**config.mk**
```make
export PLATFORM = sky130hd
export DESIGN_NAME = lru_open_handle_cache
export DESIGN_NICKNAME = d
export VERILOG_FILES = /design/src/hw/rtl/lohc_pkg.sv /design/src/hw/rtl/lohc_cell.sv /design/src/hw/rtl/lru_open_handle_cache.sv
export SDC_FILE = /design/constraint.sdc
export NUM_CORES = 2
export LEC_CHECK = 0
export ABC_AREA = 1
export BUFFER_PORTS_ARGS = -buffer_cell sky130_fd_sc_hd__buf_2
export CORE_MARGIN = 2
export CORE_UTILIZATION = 40
export CTS_BUF_LIST = sky130_fd_sc_hd__clkbuf_16
export CTS_CLUSTER_SIZE = 20
export DETAILED_ROUTE_END_ITERATION = 10
export PLACE_DENSITY = 0.66
export SYNTH_ARGS = -nofsm -noshare
export SYNTH_HDL_FRONTEND = slang
export SYNTH_HIERARCHICAL = 1
export SYNTH_SLANG_ARGS = --single-unit
```
**constraint.sdc**
```tcl
create_clock -name aclk -period 5.15 [get_ports aclk]
set_clock_uncertainty 0.1 [all_clocks]
set_input_delay 0 -clock aclk [delete_from_list [all_inputs] [get_ports aclk]]
set_output_delay 0 -clock aclk [all_outputs]
set_load 0.01 [all_outputs]
```
**src/hw/rtl/lohc_pkg.sv**
```systemverilog
// Shared types and codes for the LRU open handle cache.
`default_nettype none
package lohc_pkg;

    // Widths fixed by the item format
    localparam int KEY_W    = 32;
    localparam int STATUS_W = 3;
    localparam int SLOT_W   = 4;
    localparam int CFG_W    = 5;

    // Result status codes
    localparam logic [STATUS_W-1:0] STAT_HIT      = 3'd0;
    localparam logic [STATUS_W-1:0] STAT_INSERTED = 3'd1;
    localparam logic [STATUS_W-1:0] STAT_EVICTED  = 3'd2;
    localparam logic [STATUS_W-1:0] STAT_REMOVED  = 3'd3;
    localparam logic [STATUS_W-1:0] STAT_ABSENT   = 3'd4;

    // Input action codes
    localparam logic ACT_ACCESS    = 1'b0;
    localparam logic ACT_TERMINATE = 1'b1;

    // Reset value of the open limit
    localparam logic [CFG_W-1:0] MAX_OPEN_RST = 5'd16;

    // Update broadcast to the cell row
    typedef enum logic [1:0] {
        OP_NONE,
        OP_TOUCH,
        OP_INSERT,
        OP_REMOVE
    } op_t;

    // Sequencer states
    typedef enum logic [1:0] {
        ST_IDLE,
        ST_SEARCH,
        ST_UPDATE
    } state_t;

    // Search flags reported by each cell
    typedef struct packed {
        logic hit;
        logic first_free;
        logic oldest;
    } cell_flags_t;

endpackage
`default_nettype wire

```
**src/hw/rtl/lohc_cell.sv**
```systemverilog
// One table entry: key, valid bit and recency age, with its own compare and update.
`default_nettype none
module lohc_cell #(
    parameter int AW = 4
) (
    input  wire                       aclk,
    input  wire                       aresetn,
    input  wire [lohc_pkg::KEY_W-1:0] cmd_key,
    input  wire [AW-1:0]              oldest_age,
    input  lohc_pkg::op_t             op,
    input  wire                       sel,
    input  wire [AW-1:0]              ref_age,
    input  wire                       free_seen_in,
    output logic                      free_seen_out,
    output lohc_pkg::cell_flags_t     flags,
    output logic [lohc_pkg::KEY_W-1:0] key_q,
    output logic [AW-1:0]             age_q
);
    import lohc_pkg::*;

    logic [KEY_W-1:0] key_reg, key_next;
    logic             valid_reg, valid_next;
    logic [AW-1:0]    age_reg, age_next;

    // Search: compare, lowest free slot along the row, oldest entry
    always_comb begin
        flags.hit        = valid_reg && (key_reg == cmd_key);
        flags.first_free = !valid_reg && !free_seen_in;
        flags.oldest     = valid_reg && (age_reg == oldest_age);
        free_seen_out    = free_seen_in || !valid_reg;
        key_q            = key_reg;
        age_q            = age_reg;
    end

    // Update on the broadcast operation
    always_comb begin
        key_next   = key_reg;
        valid_next = valid_reg;
        age_next   = age_reg;
        case (op)
            OP_TOUCH: begin
                if (sel) begin
                    key_next = cmd_key;
                    age_next = '0;
                end else if (valid_reg && (age_reg < ref_age)) begin
                    age_next = age_reg + AW'(1);
                end
            end
            OP_INSERT: begin
                if (sel) begin
                    key_next   = cmd_key;
                    valid_next = 1'b1;
                    age_next   = '0;
                end else if (valid_reg) begin
                    age_next = age_reg + AW'(1);
                end
            end
            OP_REMOVE: begin
                if (sel) begin
                    valid_next = 1'b0;
                    age_next   = '0;
                end else if (valid_reg && (age_reg > ref_age)) begin
                    age_next = age_reg - AW'(1);
                end
            end
            default: begin
            end
        endcase
    end

    always_ff @(posedge aclk) begin
        if (!aresetn) begin
            valid_reg <= 1'b0;
            age_reg   <= '0;
        end else begin
            valid_reg <= valid_next;
            age_reg   <= age_next;
        end
    end

    // Key holds no reset; it is never used while invalid
    always_ff @(posedge aclk) begin
        key_reg <= key_next;
    end

endmodule
`default_nettype wire

```
**src/hw/rtl/lru_open_handle_cache.sv**
```systemverilog
// Command registered on input transfer, decision in search state, result in update state,
// which holds while m_* has an unaccepted result. Items pass the accept/search/update
// sequencer over the cell row one at a time; the next is taken while a result waits on m_*.
// Reset (aresetn low, synchronous): all entries invalid, ages and count zero,
// max_open back to 16, output empty. Keys are not cleared.
`default_nettype none
module lru_open_handle_cache #(
    parameter int CAPACITY = 16
) (
    input  wire         aclk,
    input  wire         aresetn,
    // Configuration: max_open
    input  wire         cfg_valid,
    output logic        cfg_ready,
    input  wire  [4:0]  cfg_data,
    // Input stream
    input  wire         s_tvalid,
    output logic        s_tready,
    input  wire  [31:0] s_tdata,   // [31:0] flow_key
    input  wire  [0:0]  s_tuser,   // [0] action
    // Result stream
    output logic        m_tvalid,
    input  wire         m_tready,
    output logic [39:0] m_tdata,   // [3:0] slot, [35:4] evicted_key, [39:36] zero
    output logic [2:0]  m_tuser    // [2:0] status
);
    import lohc_pkg::*;

    localparam int AW = (CAPACITY > 1) ? $clog2(CAPACITY) : 1;
    localparam int SW = AW;
    localparam int CW = $clog2(CAPACITY + 1);
    localparam int LW = (CW > CFG_W) ? CW : CFG_W;

    // Sequencer
    state_t state_reg, state_next;
    logic   search_en, upd_go;

    // Registered command
    logic             act_reg;
    logic [KEY_W-1:0] key_reg;

    // Configuration and occupancy
    logic [CFG_W-1:0] max_open_reg;
    logic [CW-1:0]    count_reg, count_next;

    // Decision taken in search, applied in update
    op_t                 pend_op_reg, pend_op_next;
    logic [CAPACITY-1:0] pend_sel_reg, pend_sel_next;
    logic [AW-1:0]       pend_age_reg, pend_age_next;
    logic [STATUS_W-1:0] pend_status_reg, pend_status_next;
    logic [SW-1:0]       pend_slot_reg, pend_slot_next;
    logic [KEY_W-1:0]    pend_ek_reg, pend_ek_next;

    // Output register
    logic                m_valid_reg;
    logic [STATUS_W-1:0] m_status_reg;
    logic [SLOT_W-1:0]   m_slot_reg;
    logic [KEY_W-1:0]    m_ek_reg;

    // Cell row
    cell_flags_t         flags [CAPACITY];
    logic [KEY_W-1:0]    cell_key [CAPACITY];
    logic [AW-1:0]       cell_age [CAPACITY];
    logic [CAPACITY:0]   free_chain;
    logic [AW-1:0]       oldest_age;
    op_t                 cell_op;

    assign free_chain[0] = 1'b0;
    assign oldest_age    = AW'(count_reg - CW'(1));
    assign cell_op       = upd_go ? pend_op_reg : OP_NONE;

    for (genvar g = 0; g < CAPACITY; g++) begin : g_cell
        lohc_cell #(.AW(AW)) u_cell (
            .aclk          (aclk),
            .aresetn       (aresetn),
            .cmd_key       (key_reg),
            .oldest_age    (oldest_age),
            .op            (cell_op),
            .sel           (pend_sel_reg[g]),
            .ref_age       (pend_age_reg),
            .free_seen_in  (free_chain[g]),
            .free_seen_out (free_chain[g+1]),
            .flags         (flags[g]),
            .key_q         (cell_key[g]),
            .age_q         (cell_age[g])
        );
    end

    // Next state
    always_comb begin
        state_next = state_reg;
        case (state_reg)
            ST_IDLE:   if (s_tvalid) state_next = ST_SEARCH;
            ST_SEARCH: state_next = ST_UPDATE;
            ST_UPDATE: if (!m_valid_reg || m_tready) state_next = ST_IDLE;
            default:   state_next = ST_IDLE;
        endcase
    end

    // Sequencer outputs
    always_comb begin
        s_tready  = 1'b0;
        search_en = 1'b0;
        upd_go    = 1'b0;
        case (state_reg)
            ST_IDLE:   s_tready  = 1'b1;
            ST_SEARCH: search_en = 1'b1;
            ST_UPDATE: upd_go    = !m_valid_reg || m_tready;
            default: begin
            end
        endcase
    end

    // Search decision: encode cell flags, pick operation
    always_comb begin
        logic [CAPACITY-1:0] hit_vec, free_vec, old_vec;
        logic [SW-1:0]       hit_idx, free_idx, old_idx;
        logic [AW-1:0]       hit_age;
        logic [KEY_W-1:0]    old_key;
        logic [LW-1:0]       mo_l, limit_l;
        logic                hit_any;

        hit_idx = '0;
        free_idx = '0;
        old_idx = '0;
        hit_age = '0;
        old_key = '0;
        for (int i = 0; i < CAPACITY; i++) begin
            hit_vec[i]  = flags[i].hit;
            free_vec[i] = flags[i].first_free;
            old_vec[i]  = flags[i].oldest;
            if (flags[i].hit) begin
                hit_idx = hit_idx | SW'(i);
                hit_age = hit_age | cell_age[i];
            end
            if (flags[i].first_free) free_idx = free_idx | SW'(i);
            if (flags[i].oldest) begin
                old_idx = old_idx | SW'(i);
                old_key = old_key | cell_key[i];
            end
        end
        hit_any = |hit_vec;

        // Limit in force: max_open clamped to 1..CAPACITY
        mo_l = LW'(max_open_reg);
        if (mo_l == '0) begin
            limit_l = LW'(1);
        end else if (mo_l > LW'(CAPACITY)) begin
            limit_l = LW'(CAPACITY);
        end else begin
            limit_l = mo_l;
        end

        pend_op_next     = pend_op_reg;
        pend_sel_next    = pend_sel_reg;
        pend_age_next    = pend_age_reg;
        pend_status_next = pend_status_reg;
        pend_slot_next   = pend_slot_reg;
        pend_ek_next     = pend_ek_reg;
        if (search_en) begin
            pend_ek_next = '0;
            if (act_reg == ACT_TERMINATE) begin
                if (hit_any) begin
                    pend_op_next     = OP_REMOVE;
                    pend_sel_next    = hit_vec;
                    pend_age_next    = hit_age;
                    pend_status_next = STAT_REMOVED;
                    pend_slot_next   = hit_idx;
                end else begin
                    pend_op_next     = OP_NONE;
                    pend_sel_next    = '0;
                    pend_age_next    = '0;
                    pend_status_next = STAT_ABSENT;
                    pend_slot_next   = '0;
                end
            end else if (hit_any) begin
                pend_op_next     = OP_TOUCH;
                pend_sel_next    = hit_vec;
                pend_age_next    = hit_age;
                pend_status_next = STAT_HIT;
                pend_slot_next   = hit_idx;
            end else if (LW'(count_reg) < limit_l) begin
                pend_op_next     = OP_INSERT;
                pend_sel_next    = free_vec;
                pend_age_next    = '0;
                pend_status_next = STAT_INSERTED;
                pend_slot_next   = free_idx;
            end else begin
                // Evict the oldest entry and reuse its slot
                pend_op_next     = OP_TOUCH;
                pend_sel_next    = old_vec;
                pend_age_next    = oldest_age;
                pend_status_next = STAT_EVICTED;
                pend_slot_next   = old_idx;
                pend_ek_next     = old_key;
            end
        end
    end

    // Occupancy count
    always_comb begin
        count_next = count_reg;
        if (upd_go) begin
            case (pend_op_reg)
                OP_INSERT: count_next = count_reg + CW'(1);
                OP_REMOVE: if (count_reg != '0) count_next = count_reg - CW'(1);
                default: begin
                end
            endcase
        end
    end

    // Control registers
    always_ff @(posedge aclk) begin
        if (!aresetn) begin
            state_reg    <= ST_IDLE;
            count_reg    <= '0;
            max_open_reg <= MAX_OPEN_RST;
            m_valid_reg  <= 1'b0;
            pend_op_reg  <= OP_NONE;
        end else begin
            state_reg   <= state_next;
            count_reg   <= count_next;
            pend_op_reg <= pend_op_next;
            if (cfg_valid) max_open_reg <= cfg_data;
            if (upd_go) begin
                m_valid_reg <= 1'b1;
            end else if (m_tready) begin
                m_valid_reg <= 1'b0;
            end
        end
    end

    // Payload registers
    always_ff @(posedge aclk) begin
        if (s_tvalid && s_tready) begin
            act_reg <= s_tuser[0];
            key_reg <= s_tdata;
        end
        pend_sel_reg    <= pend_sel_next;
        pend_age_reg    <= pend_age_next;
        pend_status_reg <= pend_status_next;
        pend_slot_reg   <= pend_slot_next;
        pend_ek_reg     <= pend_ek_next;
        if (upd_go) begin
            m_status_reg <= pend_status_reg;
            m_slot_reg   <= SLOT_W'({{SLOT_W{1'b0}}, pend_slot_reg});
            m_ek_reg     <= pend_ek_reg;
        end
    end

    // Ports
    assign cfg_ready = 1'b1;
    assign m_tvalid  = m_valid_reg;
    assign m_tuser   = m_status_reg;
    assign m_tdata   = {4'b0000, m_ek_reg, m_slot_reg};

endmodule
`default_nettype wire
```
# Yosys cells after proc, flatten, opt, wreduce, memory -nomap -nowiden
# Cells that the tools add are included.
# totals
register_bits	738
input_bits	43
# classes
n_addsub	34
n_lt_le_gt_ge	34
eq_ne	122
mux	270
bitwise_logic	30
reduce_logical	186
# op_table
op	count
4-bit two-way mux	144
32-bit == test	16
32-bit two-way mux	16
32-bit bitwise OR	15
4-bit one-hot mux with 3 select lines	16
3-bit by 2-bit inequality test with 1-bit output, second input constant	48
1-bit logical AND	80
2-bit inequality test, second input constant	35
4-bit by 1-bit adder with 4-bit output, second input constant	16
4-bit == test	16
4-bit greater-than comparator	16
4-bit less-than comparator	16
16-bit two-way mux	4
4-bit AND reduction	16
4-bit by 1-bit subtractor with 4-bit output, second input constant	16
4-bit bitwise OR	15
3-bit AND reduction	17
3-bit two-way mux	14
1-bit two-way mux	40
2-bit AND reduction	17
1-bit one-hot mux with 2 select lines	16
1-bit zero test	31
2-bit two-way mux	15
18-bit OR reduction	1
17 further kinds	40

# Depth between registers and ports, before layout
# depth
word_depth	35
depth_mapped	23
mapped_depth_nobuf	23

# Hierarchy
# Netlist, hierarchy kept.
# modules_own_cells
mod	n_inst	cells_each	area_each_um2	seq_area_each_um2
lohc_cell (g_cell[0].u_cell ...)	11	225	2015.7	1061.0
lohc_cell (g_cell[5].u_cell ...)	5	225	2018.2	1061.0
lru_open_handle_cache	1	1088	9395.3	4234.1

# Worst setup path after synthesis
# Ideal clock, no wire load.
# synth_path
path_kind	reg-to-reg
startpoint	register g_cell[0].u_cell.valid_reg
endpoint	register pend_slot_reg[1] (data pin)
setup_time_ns	0.135
arrival_ns	5.339
required_time_ns	4.915
path_slack_ns	-0.425
stages_incl_launch_ff	24
path_buffers	0
synth_period_minus_slack_ns	5.575
path_cell_list	dfxtp_1 -> inv_2 -> or2_2 -> or2_2 -> or2_2 -> or2_2 -> or2_2 -> or2_2 -> or2_2 -> or2_2 -> or2_2 -> or2_2 -> or2_2 -> or2_2 -> or2_2 -> or2_2 -> or2_2 -> nor2_1 -> nor2_1 -> inv_1 -> nor3_1 -> nand2_1 -> nand2_1 -> nand3_1
# synth_rtl
item	line_no	text
start, declared	lohc_cell.sv:22	logic valid_reg, valid_next;
start signal, assigned	lohc_cell.sv:76	valid_reg <= valid_next;
end signal, assigned	lru_open_handle_cache.sv:243	pend_slot_reg <= pend_slot_next;
end, declared	lru_open_handle_cache.sv:51	logic [SW-1:0] pend_slot_reg, pend_slot_next;

==> impl_metrics.ini <==
[clock_tree]
cts_tree = built
clock_path_buffers = 3
h-tree-depth = 3
numCtsBuffers = 87
cts_root_buffer = clkbuf_16
cts.sinks = 738
cts.clk_slew.worst_paths_ps = 70
clkLatencyLatePin_ps = 660

[placed_design]
place.gp.congestion = 1.007
pre_cts_ws_ps = -200.3
hpwl_um = 105700
io_buffer_count = 83

[finish]
final_util = 0.4699
area_growth_pct = 16.58
final_nets = 5207
drive_gt1_frac = 0.1035
largest_reg_flops = 512

[sta]
worst_slack_ps = 157.4
finalCritPeriodShare = 0.9694
max_freq_mhz = 200.3
rsz0062_at_grt = false
maxSlewViolCount = 0
finalSetupViolCount = 0
fin_setup_tns_ps = 0
tightest_slew_ps = 1148
slew_headroom = 0.2346
finalHoldViolations = 0
hold_ws_ps = 67.69
min_period_ps = 4993

[global_routing]
grt_pass1_vias = 33915
grt_overflow_total = 0
grt_pass1_wl_um = 223700
antenna_found_initial = 1
grt_start_max_net_pins = 48
grt_usage = 0.2838

[critical_path]
cp_max_fo = 4
critPathArrivalTime_ps = 5430
path_class = reg2reg
required_ps = 5580
end_kind = flip-flop
cp-start-kind = flip-flop

[floorplanning]
rows = 118
dieArea_mm2 = 0.1067
die_w_um = 326.7
start_util = 0.4030
coreArea_mm2 = 0.1033
die_height_um = 326.7
design.portCount = 89

[synthesis]
yosys_warnings = 6
syn_area_mm2 = 0.04165
avgSynthCellArea_um2 = 8.887
netlist_instances = 4687

[drt]
drcViolationCount = 0
vias = 35980
dr.pass1.iters = 6
avgRoutedWirePerCell_um = 24.00
via_per_inst = 5.583
ant_nets = 0
drt_iter0_markers = 4685
wl_um = 154700

[pwr]
finalPower_w = 0.01391
p_leak_nw = 20.48
irDropWorstVdd_v = 0.0002737
power.density_mw_per_mm2 = 286.5

[job]
maxCapViolCount = 0

[min_path]
hp-class = in2reg

[outcome]
status = finished, final reports clean
[per-stage QoR]
stage                     std cells  cell area, um2
final                          6445           48560
after global routing           6444           48560
after CTS                      6443           48540
after detailed placement       6200           44840
after global placement         6200           44840
after floorplan                4692           41700
[worst paths after layout]
path | startpoint | slack [ps] | to | cells past startpoint
worst max-delay path | g_cell[0].u_cell/valid_reg$_SDFFE_PN0P_ | 160 | pend_slot_reg[2]$_DFFE_PN_ | 23
worst min-delay path | s_tvalid | 70 | state_reg[0]$_SDFFE_PN0P_ | 4
worst max register to register | g_cell[0].u_cell/valid_reg$_SDFFE_PN0P_ | 160 | pend_slot_reg[2]$_DFFE_PN_ | 23
worst min register to register | pend_ek_reg[29]$_SDFFCE_PP0N_ | 320 | m_ek_reg[29]$_DFFE_PP_ | 0
[worst max-delay path: stages, from the launching register on]
cell and delay, ps:
dfxtp_2 330, inv_2 30, or2_2 280, or2_4 250, or2_4 250, or2_4 250, or2_4 250, or2_4 250
or2_2 300, or2_4 260, or2_4 250, or2_4 250, or2_4 250, or2_4 250, or2_4 250, or2_4 250
or2_4 240, nor2_4 160, nor2_1 50, inv_1 70, nor3_1 50, nand2_1 80, nand2_1 50, nand3_1 110
[power by group]
part	internal (W)	leakage, nW	switching, W
registers	0.00660	6.61	0.000136
clock network	0.00357	1.43	0.00267
logic	0.000317	12.4	0.000619
total	0.0105	20.5	0.00343
[final cells by class]
cell class / count / area (um2)
well taps: 1380 / 1727
inverters: 693 / 2603
repair buffers: 311 / 2570
clock buffers: 88 / 2202
diodes: 1 / 2.502
clock inverters: 68 / 619.3
multi-input cells: 3166 / 17620
fillers: 9856 / 54790
flip-flops and latches: 738 / 21210
[cells in the final DEF, fill, tap and decap left out, types with 88 or more instances in the layout]
master and instances:
nand2_1 1001, nor2_1 676, inv_1 660, edfxtp_1 643, a22o_1 254, o21ai_0 189, ha_1 167, xor2_1 145
nand3_1 133, buf_4 123, a21oi_1 114, o22ai_1 113, dfxtp_1 94, clkbuf_16 88
[what timing repair did]
| action | CTS | global route |
|---|---|---|
| endpoints found under the setup margin | 5 | 4 |
| hold buffers | 87 | 0 |
| hold endpoints to repair | 76 | 0 |
| pin swaps | 3 | 2 |
| buffers inserted | 0 | 1 |
| resized for setup | 4 | 3 |
[per-layer routing]
layer / GRT usage / part of all wire
met5: 0 / 0
met4: 0.1589 / 0.064
met3: 0.05362 / 0.11
met2: 0.4414 / 0.44
met1: 0.3724 / 0.39
No activity file was read; power rests on OpenSTA's default activity.
